<file path="src/hw/rtl/mpbu_pkg.sv">
`timescale 1ns / 1ps

package mpbu_pkg;

    localparam int WORD_BITS    = 32;
    localparam int BUF_BITS     = 128;
    localparam int HELD_W       = 7;
    localparam int WID_W        = 6;
    localparam int CNT_W        = 6;
    localparam int MAX_PER_ITEM = 32;
    localparam int MID_DEPTH    = 2;
    localparam int OUT_DEPTH    = 4;

    typedef enum logic [2:0] {
        CFG_SPAN_X = 3'd0,
        CFG_SPAN_Y = 3'd1,
        CFG_SPAN_Z = 3'd2,
        CFG_BASE_X = 3'd3,
        CFG_BASE_Y = 3'd4,
        CFG_BASE_Z = 3'd5,
        CFG_VTOTAL = 3'd6
    } t_cfg_idx;

    typedef enum logic {
        KIND_STREAM = 1'b0,
        KIND_SINGLE = 1'b1
    } t_kind;

    typedef enum logic {
        ST_IDLE = 1'b0,
        ST_RUN  = 1'b1
    } t_back_state;

    typedef struct packed {
        logic [WORD_BITS-1:0] word;
        t_kind                kind;
    } t_mid_item;

    typedef struct packed {
        logic [WID_W-1:0]     wid_x;
        logic [HELD_W-1:0]    off_z;
        logic [HELD_W-1:0]    total;
        logic [WORD_BITS-1:0] mask_x;
        logic [WORD_BITS-1:0] mask_y;
        logic [WORD_BITS-1:0] mask_z;
        logic [WORD_BITS-1:0] base_x;
        logic [WORD_BITS-1:0] base_y;
        logic [WORD_BITS-1:0] base_z;
        logic [7:0]           vtotal;
    } t_cfg;

    typedef struct packed {
        logic signed [WORD_BITS-1:0] pos_x;
        logic signed [WORD_BITS-1:0] pos_y;
        logic signed [WORD_BITS-1:0] pos_z;
        logic [7:0]                  vertex_number;
        logic                        final_vertex;
    } t_result;

    function automatic logic [WID_W-1:0] bit_len(input logic [WORD_BITS-1:0] v);
        logic [WID_W-1:0] n;
        n = '0;
        for (int i = 0; i < WORD_BITS; i++) begin
            if (v[i]) begin
                n = WID_W'(i + 1);
            end
        end
        return n;
    endfunction

    function automatic logic [WORD_BITS-1:0] low_mask(input logic [WID_W-1:0] w);
        logic [WORD_BITS:0] m;
        m = ({{WORD_BITS{1'b0}}, 1'b1} << w) - {{WORD_BITS{1'b0}}, 1'b1};
        return m[WORD_BITS-1:0];
    endfunction

endpackage

</file>
<file path="src/hw/rtl/mpbu_queue.sv">
`timescale 1ns / 1ps

module mpbu_queue #(
    parameter int WIDTH = 32,
    parameter int DEPTH = 2
) (
    input  logic                             i_clk,
    input  logic                             i_rst_n,
    input  logic                             i_push,
    input  logic [WIDTH-1:0]                 i_data,
    output logic                             o_full,
    input  logic                             i_pop,
    output logic                             o_empty,
    output logic [WIDTH-1:0]                 o_data,
    output logic [$clog2(DEPTH+1)-1:0]       o_count
);
    localparam int PW = (DEPTH > 1) ? $clog2(DEPTH) : 1;
    localparam int CW = $clog2(DEPTH + 1);

    logic [WIDTH-1:0] r_mem [DEPTH];
    logic [PW-1:0]    r_wr;
    logic [PW-1:0]    r_rd;
    logic [CW-1:0]    r_count;
    logic             do_push;
    logic             do_pop;

    assign o_full  = (r_count == CW'(DEPTH));
    assign o_empty = (r_count == '0);
    assign o_data  = r_mem[r_rd];
    assign o_count = r_count;
    assign do_push = i_push && !o_full;
    assign do_pop  = i_pop && !o_empty;

    always_ff @(posedge i_clk) begin
        if (do_push) begin
            r_mem[r_wr] <= i_data;
        end
    end

    always_ff @(posedge i_clk) begin
        if (!i_rst_n) begin
            r_wr    <= '0;
            r_rd    <= '0;
            r_count <= '0;
        end else begin
            if (do_push) begin
                r_wr <= (r_wr == PW'(DEPTH - 1)) ? '0 : r_wr + 1'b1;
            end
            if (do_pop) begin
                r_rd <= (r_rd == PW'(DEPTH - 1)) ? '0 : r_rd + 1'b1;
            end
            case ({do_push, do_pop})
                2'b10:   r_count <= r_count + 1'b1;
                2'b01:   r_count <= r_count - 1'b1;
                default: r_count <= r_count;
            endcase
        end
    end

endmodule

</file>
<file path="src/hw/rtl/mpbu_front.sv">
`timescale 1ns / 1ps

module mpbu_front (
    input  logic                               i_clk,
    input  logic                               i_rst_n,
    input  logic                               i_cfg_valid,
    output logic                               o_cfg_ready,
    input  logic [2:0]                         i_cfg_index,
    input  logic [mpbu_pkg::WORD_BITS-1:0]     i_cfg_data,
    input  logic                               i_push,
    input  logic [mpbu_pkg::WORD_BITS-1:0]     i_word,
    input  logic                               i_mid_full,
    output logic                               o_mid_push,
    output mpbu_pkg::t_mid_item                o_mid_item,
    output mpbu_pkg::t_cfg                     o_cfg
);
    logic [mpbu_pkg::WID_W-1:0]     r_wid_x;
    logic [mpbu_pkg::WID_W-1:0]     r_wid_y;
    logic [mpbu_pkg::WID_W-1:0]     r_wid_z;
    logic [mpbu_pkg::WORD_BITS-1:0] r_mask_x;
    logic [mpbu_pkg::WORD_BITS-1:0] r_mask_y;
    logic [mpbu_pkg::WORD_BITS-1:0] r_mask_z;
    logic [mpbu_pkg::WORD_BITS-1:0] r_base_x;
    logic [mpbu_pkg::WORD_BITS-1:0] r_base_y;
    logic [mpbu_pkg::WORD_BITS-1:0] r_base_z;
    logic [7:0]                     r_vtotal;
    logic [mpbu_pkg::WID_W-1:0]     in_wid;
    logic [mpbu_pkg::HELD_W-1:0]    off_z;
    logic [mpbu_pkg::HELD_W-1:0]    total;

    assign o_cfg_ready = 1'b1;
    assign in_wid      = mpbu_pkg::bit_len(i_cfg_data);

    always_ff @(posedge i_clk) begin
        if (!i_rst_n) begin
            r_wid_x  <= '0;
            r_wid_y  <= '0;
            r_wid_z  <= '0;
            r_mask_x <= '0;
            r_mask_y <= '0;
            r_mask_z <= '0;
            r_base_x <= '0;
            r_base_y <= '0;
            r_base_z <= '0;
            r_vtotal <= '0;
        end else if (i_cfg_valid) begin
            case (i_cfg_index)
                mpbu_pkg::CFG_SPAN_X: begin
                    r_wid_x  <= in_wid;
                    r_mask_x <= mpbu_pkg::low_mask(in_wid);
                end
                mpbu_pkg::CFG_SPAN_Y: begin
                    r_wid_y  <= in_wid;
                    r_mask_y <= mpbu_pkg::low_mask(in_wid);
                end
                mpbu_pkg::CFG_SPAN_Z: begin
                    r_wid_z  <= in_wid;
                    r_mask_z <= mpbu_pkg::low_mask(in_wid);
                end
                mpbu_pkg::CFG_BASE_X: r_base_x <= i_cfg_data;
                mpbu_pkg::CFG_BASE_Y: r_base_y <= i_cfg_data;
                mpbu_pkg::CFG_BASE_Z: r_base_z <= i_cfg_data;
                mpbu_pkg::CFG_VTOTAL: r_vtotal <= i_cfg_data[7:0];
                default: ;
            endcase
        end
    end

    assign off_z = {1'b0, r_wid_x} + {1'b0, r_wid_y};
    assign total = off_z + {1'b0, r_wid_z};

    always_comb begin
        o_cfg.wid_x  = r_wid_x;
        o_cfg.off_z  = off_z;
        o_cfg.total  = total;
        o_cfg.mask_x = r_mask_x;
        o_cfg.mask_y = r_mask_y;
        o_cfg.mask_z = r_mask_z;
        o_cfg.base_x = r_base_x;
        o_cfg.base_y = r_base_y;
        o_cfg.base_z = r_base_z;
        o_cfg.vtotal = r_vtotal;
    end

    // with no vertices configured a word has no effect at all, so it dies here
    assign o_mid_push      = i_push && !i_mid_full && (r_vtotal != '0);
    assign o_mid_item.word = i_word;
    assign o_mid_item.kind = (total == '0) ? mpbu_pkg::KIND_SINGLE : mpbu_pkg::KIND_STREAM;

endmodule

</file>
<file path="src/hw/rtl/mpbu_back.sv">
`timescale 1ns / 1ps

module mpbu_back #(
    parameter int OUT_DEPTH = mpbu_pkg::OUT_DEPTH
) (
    input  logic                               i_clk,
    input  logic                               i_rst_n,
    input  mpbu_pkg::t_cfg                     i_cfg,
    input  logic                               i_mid_empty,
    input  mpbu_pkg::t_mid_item                i_mid_item,
    output logic                               o_mid_pop,
    input  logic [$clog2(OUT_DEPTH+1)-1:0]     i_out_count,
    output logic                               o_out_push,
    output mpbu_pkg::t_result                  o_out_data
);
    localparam int CW = $clog2(OUT_DEPTH + 1);
    localparam int BB = mpbu_pkg::BUF_BITS;
    localparam int WB = mpbu_pkg::WORD_BITS;
    localparam int HW = mpbu_pkg::HELD_W;

    mpbu_pkg::t_back_state r_state, n_state;
    mpbu_pkg::t_kind       r_kind, n_kind;

    logic [BB-1:0]               r_buf, n_buf;
    logic [HW-1:0]               r_held, n_held;
    logic [7:0]                  r_done, n_done;
    logic [mpbu_pkg::CNT_W-1:0]  r_count, n_count;

    logic                        r_s1_valid;
    logic [WB-1:0]               r_s1_x;
    logic [WB-1:0]               r_s1_y;
    logic [WB-1:0]               r_s1_z;
    logic [7:0]                  r_s1_num;
    logic                        r_s1_last;

    logic                        start;
    logic                        issue;
    logic                        more;
    logic                        credit;
    logic                        last;
    logic                        restart;
    logic [BB-1:0]               base_buf;
    logic [HW-1:0]               base_held;
    logic [BB-1:0]               word_sh;
    logic [3*WB-1:0]             y_sh;
    logic [3*WB-1:0]             z_sh;
    logic [8:0]                  done_inc;

    assign done_inc = {1'b0, r_done} + 9'd1;
    assign last     = (done_inc == {1'b0, i_cfg.vtotal});
    assign credit   = ({1'b0, i_out_count} + (CW + 1)'(r_s1_valid)) < (CW + 1)'(OUT_DEPTH);
    assign more     = (r_count < mpbu_pkg::CNT_W'(mpbu_pkg::MAX_PER_ITEM))
                   && (r_done < i_cfg.vtotal)
                   && ((r_kind == mpbu_pkg::KIND_SINGLE) ? (r_count == '0)
                                                         : (r_held >= i_cfg.total));

    // next state
    always_comb begin
        n_state = r_state;
        case (r_state)
            mpbu_pkg::ST_IDLE: begin
                if (!i_mid_empty) begin
                    n_state = mpbu_pkg::ST_RUN;
                end
            end
            mpbu_pkg::ST_RUN: begin
                if (!more || (credit && last)) begin
                    n_state = mpbu_pkg::ST_IDLE;
                end
            end
            default: n_state = mpbu_pkg::ST_IDLE;
        endcase
    end

    // outputs of the sequencer
    always_comb begin
        start = 1'b0;
        issue = 1'b0;
        case (r_state)
            mpbu_pkg::ST_IDLE: start = !i_mid_empty;
            mpbu_pkg::ST_RUN:  issue = more && credit;
            default: ;
        endcase
    end

    assign o_mid_pop = start;

    // a meshlet that already ended restarts with the next word
    assign restart   = (r_done >= i_cfg.vtotal);
    assign base_buf  = restart ? '0 : r_buf;
    assign base_held = restart ? '0 : r_held;
    assign word_sh   = {{(BB - WB){1'b0}}, i_mid_item.word} << base_held;
    assign y_sh      = r_buf[3*WB-1:0] >> i_cfg.wid_x;
    assign z_sh      = r_buf[3*WB-1:0] >> i_cfg.off_z;

    always_comb begin
        n_buf   = r_buf;
        n_held  = r_held;
        n_done  = r_done;
        n_count = r_count;
        n_kind  = r_kind;
        if (start) begin
            n_kind  = i_mid_item.kind;
            n_count = '0;
            n_done  = restart ? '0 : r_done;
            if (i_mid_item.kind == mpbu_pkg::KIND_STREAM) begin
                n_buf  = base_buf | word_sh;
                n_held = base_held + HW'(WB);
            end else begin
                n_buf  = base_buf;
                n_held = base_held;
            end
        end else if (issue) begin
            n_count = r_count + 1'b1;
            if (last) begin
                n_buf  = '0;
                n_held = '0;
                n_done = '0;
            end else begin
                n_buf  = r_buf >> i_cfg.total;
                n_held = r_held - i_cfg.total;
                n_done = done_inc[7:0];
            end
        end
    end

    always_ff @(posedge i_clk) begin
        if (!i_rst_n) begin
            r_state    <= mpbu_pkg::ST_IDLE;
            r_kind     <= mpbu_pkg::KIND_STREAM;
            r_buf      <= '0;
            r_held     <= '0;
            r_done     <= '0;
            r_count    <= '0;
            r_s1_valid <= 1'b0;
        end else begin
            r_state    <= n_state;
            r_kind     <= n_kind;
            r_buf      <= n_buf;
            r_held     <= n_held;
            r_done     <= n_done;
            r_count    <= n_count;
            r_s1_valid <= issue;
        end
    end

    always_ff @(posedge i_clk) begin
        if (issue) begin
            r_s1_x    <= r_buf[WB-1:0] & i_cfg.mask_x;
            r_s1_y    <= y_sh[WB-1:0] & i_cfg.mask_y;
            r_s1_z    <= z_sh[WB-1:0] & i_cfg.mask_z;
            r_s1_num  <= r_done;
            r_s1_last <= last;
        end
    end

    assign o_out_push                 = r_s1_valid;
    assign o_out_data.pos_x           = r_s1_x + i_cfg.base_x;
    assign o_out_data.pos_y           = r_s1_y + i_cfg.base_y;
    assign o_out_data.pos_z           = r_s1_z + i_cfg.base_z;
    assign o_out_data.vertex_number   = r_s1_num;
    assign o_out_data.final_vertex    = r_s1_last;

    a_no_overrun: assert property (@(posedge i_clk) disable iff (!i_rst_n)
        o_out_push |-> (i_out_count < CW'(OUT_DEPTH)))
        else $error("vertex written into a full result queue");

    a_pop_runs: assert property (@(posedge i_clk) disable iff (!i_rst_n)
        o_mid_pop |=> (r_state == mpbu_pkg::ST_RUN && r_count == '0))
        else $error("word taken without starting a run");

    a_count_bound: assert property (@(posedge i_clk) disable iff (!i_rst_n)
        r_count <= mpbu_pkg::CNT_W'(mpbu_pkg::MAX_PER_ITEM))
        else $error("too many vertices for one word");

    a_last_clears: assert property (@(posedge i_clk) disable iff (!i_rst_n)
        (issue && last) |=> (r_done == '0 && r_held == '0 && r_s1_last))
        else $error("meshlet end did not clear the stream");

endmodule

</file>
<file path="src/hw/rtl/meshlet_position_bit_unpacker_core.sv">
`timescale 1ns / 1ps
// An accepted word passes the word queue, the back-end sequencer, the extract register
// and the result queue before its first vertex reaches the result ports. The back end
// takes one word at a time, shifting out one vertex per cycle while the queue has room.
// A word with vertex_total zero is dropped at the input and costs nothing downstream.
// Reset (synchronous, active low) zeroes the control registers, bit buffer and queues.
module meshlet_position_bit_unpacker_core #(
    parameter int MID_DEPTH = mpbu_pkg::MID_DEPTH,
    parameter int OUT_DEPTH = mpbu_pkg::OUT_DEPTH
) (
    input  logic                                 i_clk,
    input  logic                                 i_rst_n,
    input  logic                                 i_cfg_valid,
    output logic                                 o_cfg_ready,
    input  logic [2:0]                           i_cfg_index,
    input  logic [mpbu_pkg::WORD_BITS-1:0]       i_cfg_data,
    input  logic                                 push,
    output logic                                 full,
    input  logic [mpbu_pkg::WORD_BITS-1:0]       i_stream_word,
    output logic                                 empty,
    input  logic                                 pop,
    output logic signed [mpbu_pkg::WORD_BITS-1:0] o_pos_x,
    output logic signed [mpbu_pkg::WORD_BITS-1:0] o_pos_y,
    output logic signed [mpbu_pkg::WORD_BITS-1:0] o_pos_z,
    output logic [7:0]                           o_vertex_number,
    output logic                                 o_final_vertex
);
    localparam int MW = $bits(mpbu_pkg::t_mid_item);
    localparam int RW = $bits(mpbu_pkg::t_result);

    mpbu_pkg::t_cfg        cfg;
    mpbu_pkg::t_mid_item   mid_in;
    mpbu_pkg::t_mid_item   mid_out;
    mpbu_pkg::t_result     res_in;
    mpbu_pkg::t_result     res_out;
    logic                  mid_push;
    logic                  mid_full;
    logic                  mid_pop;
    logic                  mid_empty;
    logic [MW-1:0]         mid_data;
    logic [$clog2(MID_DEPTH+1)-1:0] mid_count;
    logic                  out_push;
    logic                  out_full;
    logic [RW-1:0]         out_data;
    logic [$clog2(OUT_DEPTH+1)-1:0] out_count;

    assign full = mid_full;

    mpbu_front u_front (
        .i_clk       (i_clk),
        .i_rst_n     (i_rst_n),
        .i_cfg_valid (i_cfg_valid),
        .o_cfg_ready (o_cfg_ready),
        .i_cfg_index (i_cfg_index),
        .i_cfg_data  (i_cfg_data),
        .i_push      (push),
        .i_word      (i_stream_word),
        .i_mid_full  (mid_full),
        .o_mid_push  (mid_push),
        .o_mid_item  (mid_in),
        .o_cfg       (cfg)
    );

    mpbu_queue #(
        .WIDTH (MW),
        .DEPTH (MID_DEPTH)
    ) u_mid_q (
        .i_clk   (i_clk),
        .i_rst_n (i_rst_n),
        .i_push  (mid_push),
        .i_data  (mid_in),
        .o_full  (mid_full),
        .i_pop   (mid_pop),
        .o_empty (mid_empty),
        .o_data  (mid_data),
        .o_count (mid_count)
    );

    assign mid_out = mpbu_pkg::t_mid_item'(mid_data);

    mpbu_back #(
        .OUT_DEPTH (OUT_DEPTH)
    ) u_back (
        .i_clk       (i_clk),
        .i_rst_n     (i_rst_n),
        .i_cfg       (cfg),
        .i_mid_empty (mid_empty),
        .i_mid_item  (mid_out),
        .o_mid_pop   (mid_pop),
        .i_out_count (out_count),
        .o_out_push  (out_push),
        .o_out_data  (res_in)
    );

    mpbu_queue #(
        .WIDTH (RW),
        .DEPTH (OUT_DEPTH)
    ) u_out_q (
        .i_clk   (i_clk),
        .i_rst_n (i_rst_n),
        .i_push  (out_push),
        .i_data  (res_in),
        .o_full  (out_full),
        .i_pop   (pop),
        .o_empty (empty),
        .o_data  (out_data),
        .o_count (out_count)
    );

    assign res_out         = mpbu_pkg::t_result'(out_data);
    assign o_pos_x         = res_out.pos_x;
    assign o_pos_y         = res_out.pos_y;
    assign o_pos_z         = res_out.pos_z;
    assign o_vertex_number = res_out.vertex_number;
    assign o_final_vertex  = res_out.final_vertex;

    a_mid_level: assert property (@(posedge i_clk) disable iff (!i_rst_n)
        mid_full |-> (mid_count == $bits(mid_count)'(MID_DEPTH)))
        else $error("word queue level out of step with full");

    a_out_room: assert property (@(posedge i_clk) disable iff (!i_rst_n)
        out_full |-> !out_push)
        else $error("result queue written while full");

    a_drop_zero_total: assert property (@(posedge i_clk) disable iff (!i_rst_n)
        (push && !full && cfg.vtotal == '0) |=> (mid_count == $past(mid_count) - $past(mid_pop)))
        else $error("word queued with no vertices configured");

endmodule
</file>
<file path="config.mk">
export PLATFORM = sky130hd
export DESIGN_NAME = meshlet_position_bit_unpacker_core
export DESIGN_NICKNAME = d
export VERILOG_FILES = /design/src/hw/rtl/mpbu_pkg.sv /design/src/hw/rtl/mpbu_queue.sv /design/src/hw/rtl/mpbu_front.sv /design/src/hw/rtl/mpbu_back.sv /design/src/hw/rtl/meshlet_position_bit_unpacker_core.sv
export SDC_FILE = /design/constraint.sdc
export NUM_CORES = 2
export LEC_CHECK = 0
export BUFFER_PORTS_ARGS = -buffer_cell sky130_fd_sc_hd__buf_4
export CORE_MARGIN = 5
export CORE_UTILIZATION = 35
export CTS_CLUSTER_DIAMETER = 100
export DETAILED_ROUTE_END_ITERATION = 10
export MAX_ROUTING_LAYER = met4
export PLACE_DENSITY = 0.47
export SETUP_SLACK_MARGIN = 0.15
export SLEW_MARGIN = 20
export SYNTH_ARGS = -nofsm -noshare
export SYNTH_HDL_FRONTEND = slang
export SYNTH_HIERARCHICAL = 1
export SYNTH_SLANG_ARGS = --single-unit
</file>
<file path="constraint.sdc">
create_clock -name i_clk -period 14.08 [get_ports i_clk]
set_input_delay 1.408 -clock i_clk [delete_from_list [all_inputs] [get_ports i_clk]]
set_output_delay 1.408 -clock i_clk [all_outputs]
set_load 0.02 [all_outputs]
</file>
==> key figures <==
STA
  • Clock Skews: 74.0 ps
  • Period utilization: 60.9%
  • RSZ-0062 raised after global routing: no
  • Hold WS: 448 ps
  • Hold Vio Cnt, Final: 0
  • Final count of pins violating max slew: 0
  • Slew margin rel.: 8.29%
  • Minimum clock period: 8570 ps
  • F_max: 117 MHz
  • Final setup fails: 0
  • Setup TNS: 0 ps
  • Slew @ Worst Pin: 1370 ps

Clock network
  • Worst skew pair latency: 800 ps
  • H-tree depth: 3
  • CTS sink count: 975
  • CTS root buffer: clkbuf_16
  • Post-cts sizing count: 0
  • Clock slew at reported path FFs: 60 ps
  • TritonCTS clock tree: yes
  • Post-CTS setup buffer count: 0
  • Num CTS Buffers: 110
  • CTS max path bufs: 3
  • Post-CTS Hold Buffers: 0

GRT
  • Vias in the first global route: 52,600
  • Initial antenna violation count: 9
  • GRT Total Usage: 27.8%
  • Remaining global-route overflow: 0
  • First-pass GRT wire length: 394,000 microns
  • Largest net degree at the start of global routing: 93

Finish
  • Final net count: 6,435
  • Top flop regs: u_out_q/r_mem (420), u_back/r_buf (128), u_mid_q/r_mem (66)
  • P&R area growth vs syn: 10.5%
  • Max reg flops: 420
  • Proportion of layout cells with a drive suffix above 1: 20.8%
  • Layout fillers: 18,500
  • Final instance area: 73,500 sq um
  • Non-Filler Instances: 8,833
  • Top reg by flops: u_out_q/r_mem

Yosys
  • Synth Net Count: 6,622
  • Mapped cell area: 66,500 sq um
  • Netlist cell types: 100
  • Synth top area cells: edfxtp_1 (27%), mux4_2 (17%), dfxtp_1 (12%)
  • EDFF count, synth: 591
  • Area share of the largest cell type after synthesis: 26.7%
  • YS warnings: 6
  • FF+latch count, synth: 975
  • Post-synthesis sequential area ratio: 38.2%
  • Syn avg cell area: 10.4 sq um
  • Dominant cell type by area after synthesis: edfxtp_1
  • Main synth FF type: edfxtp_1
  • Asr flop ratio synth: 0%
  • Syn Inst Count: 6,412

Worst setup path
  • Reg-to-reg slack, setup: 5510 ps
  • Worst path max stage delay: 1330 ps
  • Cell mode on critical path: buf_4
  • R2r endpoint: u_back/r_buf[56]$_SDFFE_PN0P_
  • Critical path type: flip-flop to flip-flop
  • Crit path max-delay cell type: fa_4
  • Crit path DAT: 9200 ps
  • WP data required: 14,720 ps
  • R2R depth: 25
  • Worst Setup SP: u_front/r_wid_x[0]$_SDFFE_PN0P_
  • CP Capture Point: u_back/r_buf[56]$_SDFFE_PN0P_
  • Crit path launch type: flip-flop
  • R2r startpoint: u_front/r_wid_x[0]$_SDFFE_PN0P_
  • CP endpoint kind: flip-flop
  • Maximum fanout along the worst path: 68

Power and ir drop
  • PwrDens: 94.7 nW/um^2
  • Leakage Power: 25.1 nW
  • Worst vdd ir: 0.0943 mV
  • Power Total: 6.96 mW

Route
  • Metal2 WL: 128,000 microns
  • WL final: 278,000 microns
  • Routed vias/inst: 6.31
  • Top Metal Used: met4
  • Routed length on met3: 22,500 microns
  • Wirelength per Cell: 31.5 microns
  • DR DRC count: 0
  • DRT Pass-1 Iters: 6
  • M1 WL: 112,000 microns
  • Via count: 55,700
  • Post-route ant nets: 0
  • Iteration-0 DRC Markers: 7,187

Die
  • Core ar.: 190,000 sq um
  • I/O pins: 180
  • Die footprint: 199,000 sq um
  • Die X: 446 microns
  • Initial core utilization: 35.1%
  • Die height: 446 microns
  • Num rows: 160

Status
  • Status: finished, final reports clean

Flow run
  • Max Cap Viol: 0

Placed design
  • HPWL after DPL: 200,000 microns
  • Placed cell areas: 69,600 sq um
  • DP Cell Count: 8,623
  • Final RePlAce weighted congestion: 1.01
  • # port buffers: 178

Min path
  • HP Class: flip-flop to flip-flop
## kinds of logic (layout without fill, tap and decap cells)
group	count (synthesis)	in the layout	share of synthesized area [%]
flip-flops	975	975	38.2
multiplexers	1012	1012	25.3
XOR/XNOR	113	113	1.49
AND/OR/NAND/NOR	1859	1859	12.5
other	1	4	0.00564
buffers and inverters	715	622	4.59
AO/OA/AOI/OAI	1599	1599	15.2
adder cells (fa/ha/maj)	138	138	2.67
## worst max-delay path, delay by kind of cell (launching register included)
family,cells,cell delay [ps]
flip-flops,1,540
XOR/XNOR,1,140
buffers and inverters,8,2940
AND/OR/NAND/NOR,2,260
adder cells (fa/ha/maj),4,2420
AO/OA/AOI/OAI,10,2040
## area by class of cell
cell class,instances,area (sq um),share of cell area (%)
clock inverters,57,790,1.07
multi-input cells,4722,38300,52.0
flip-flops and latches,975,25500,34.6
well taps,2511,3140,4.27
repair buffers,318,2390,3.25
inverters,98,394,0.536
clock buffers,149,3080,4.19
diodes,3,7.51,0.0102
## per-layer routing
layer  track usage (%)  vias up
li1                  -    24100
met1              35.8    28000
met2              43.2     2970
met3              4.51      686
met4              12.9        0
met5                 -        -
## cell usage after synthesis, drive strengths merged, types with 11 or more instances
| cell type | instances |
|---|---|
| nand2 | 833 |
| edfxtp | 591 |
| mux4 | 517 |
| nor2 | 467 |
| a21oi | 459 |
| clkbuf | 399 |
| o21ai | 388 |
| dfxtp | 384 |
| mux2i | 291 |
| buf | 218 |
| mux2 | 204 |
| ha | 131 |
| nor3 | 98 |
| inv | 96 |
| a211oi | 95 |
| and2 | 94 |
| o22ai | 90 |
| xnor2 | 79 |
| nand3 | 77 |
| nor2b | 72 |
| a21o | 64 |
| a31oi | 64 |
| a22oi | 57 |
| o211ai | 52 |
| nand2b | 40 |
| and3 | 37 |
| a221oi | 36 |
| or3 | 36 |
| xor2 | 34 |
| nor4 | 33 |
| o21a | 30 |
| nand4 | 25 |
| o31ai | 22 |
| o21bai | 20 |
| a22o | 17 |
| a41oi | 16 |
| o221ai | 16 |
| o2bb2ai | 16 |
| a32oi | 15 |
| or2 | 15 |
| o31a | 14 |
| a222oi | 12 |
| a211o | 11 |
## worst min-delay path by stage
stage	start	to	slack [ps]	cells past startpoint
detailed placement	u_front/r_mask_z[31]$_SDFFE_PN0P_	u_front/r_mask_z[31]$_SDFFE_PN0P_	440	2
floorplan	u_front/r_mask_x[11]$_SDFFE_PN0P_	u_front/r_mask_x[11]$_SDFFE_PN0P_	430	2
global route	u_front/r_base_z[27]$_SDFFE_PN0P_	u_front/r_base_z[27]$_SDFFE_PN0P_	470	2
CTS	u_front/r_mask_z[21]$_SDFFE_PN0P_	u_front/r_mask_z[21]$_SDFFE_PN0P_	450	2
finish	u_front/r_mask_z[21]$_SDFFE_PN0P_	u_front/r_mask_z[21]$_SDFFE_PN0P_	450	2
global placement	u_front/r_mask_z[21]$_SDFFE_PN0P_	u_front/r_mask_z[21]$_SDFFE_PN0P_	440	2
## power by group
group	switching (mW)	internal, mW
Combinational	0.550	0.270
Sequential	0.0570	3.05
Clock	1.26	1.77
Total	1.87	5.09
## metrics by stage
| step | util (%) | setup WS [ps] |
|---|---|---|
| after CTS | 38.8 | 5620 |
| final | 38.8 | 5510 |
| after detailed placement | 36.7 | 5710 |
| after floorplan | - | 5170 |
| after global placement | 36.7 | 5690 |
| after global routing | 38.8 | 5070 |
## placed cells by master, fill, tap and decap left out, drive strengths merged, types with 40 or more instances in the layout
cell    count
xnor2      79
edfxtp    591
ha        131
inv       104
dfxtp     384
o22ai      90
a211oi     95
buf       318
nand2     833
nand3      77
clkbuf    149
nor2      467
nand2b     40
mux2i     291
mux4      517
a21oi     459
nor3       98
nor2b      72
mux2      204
and2       94
o21ai     388
a21o       64
o211ai     52
a31oi      64
a22oi      57
Note: power is estimated with default switching activity, not from simulation.
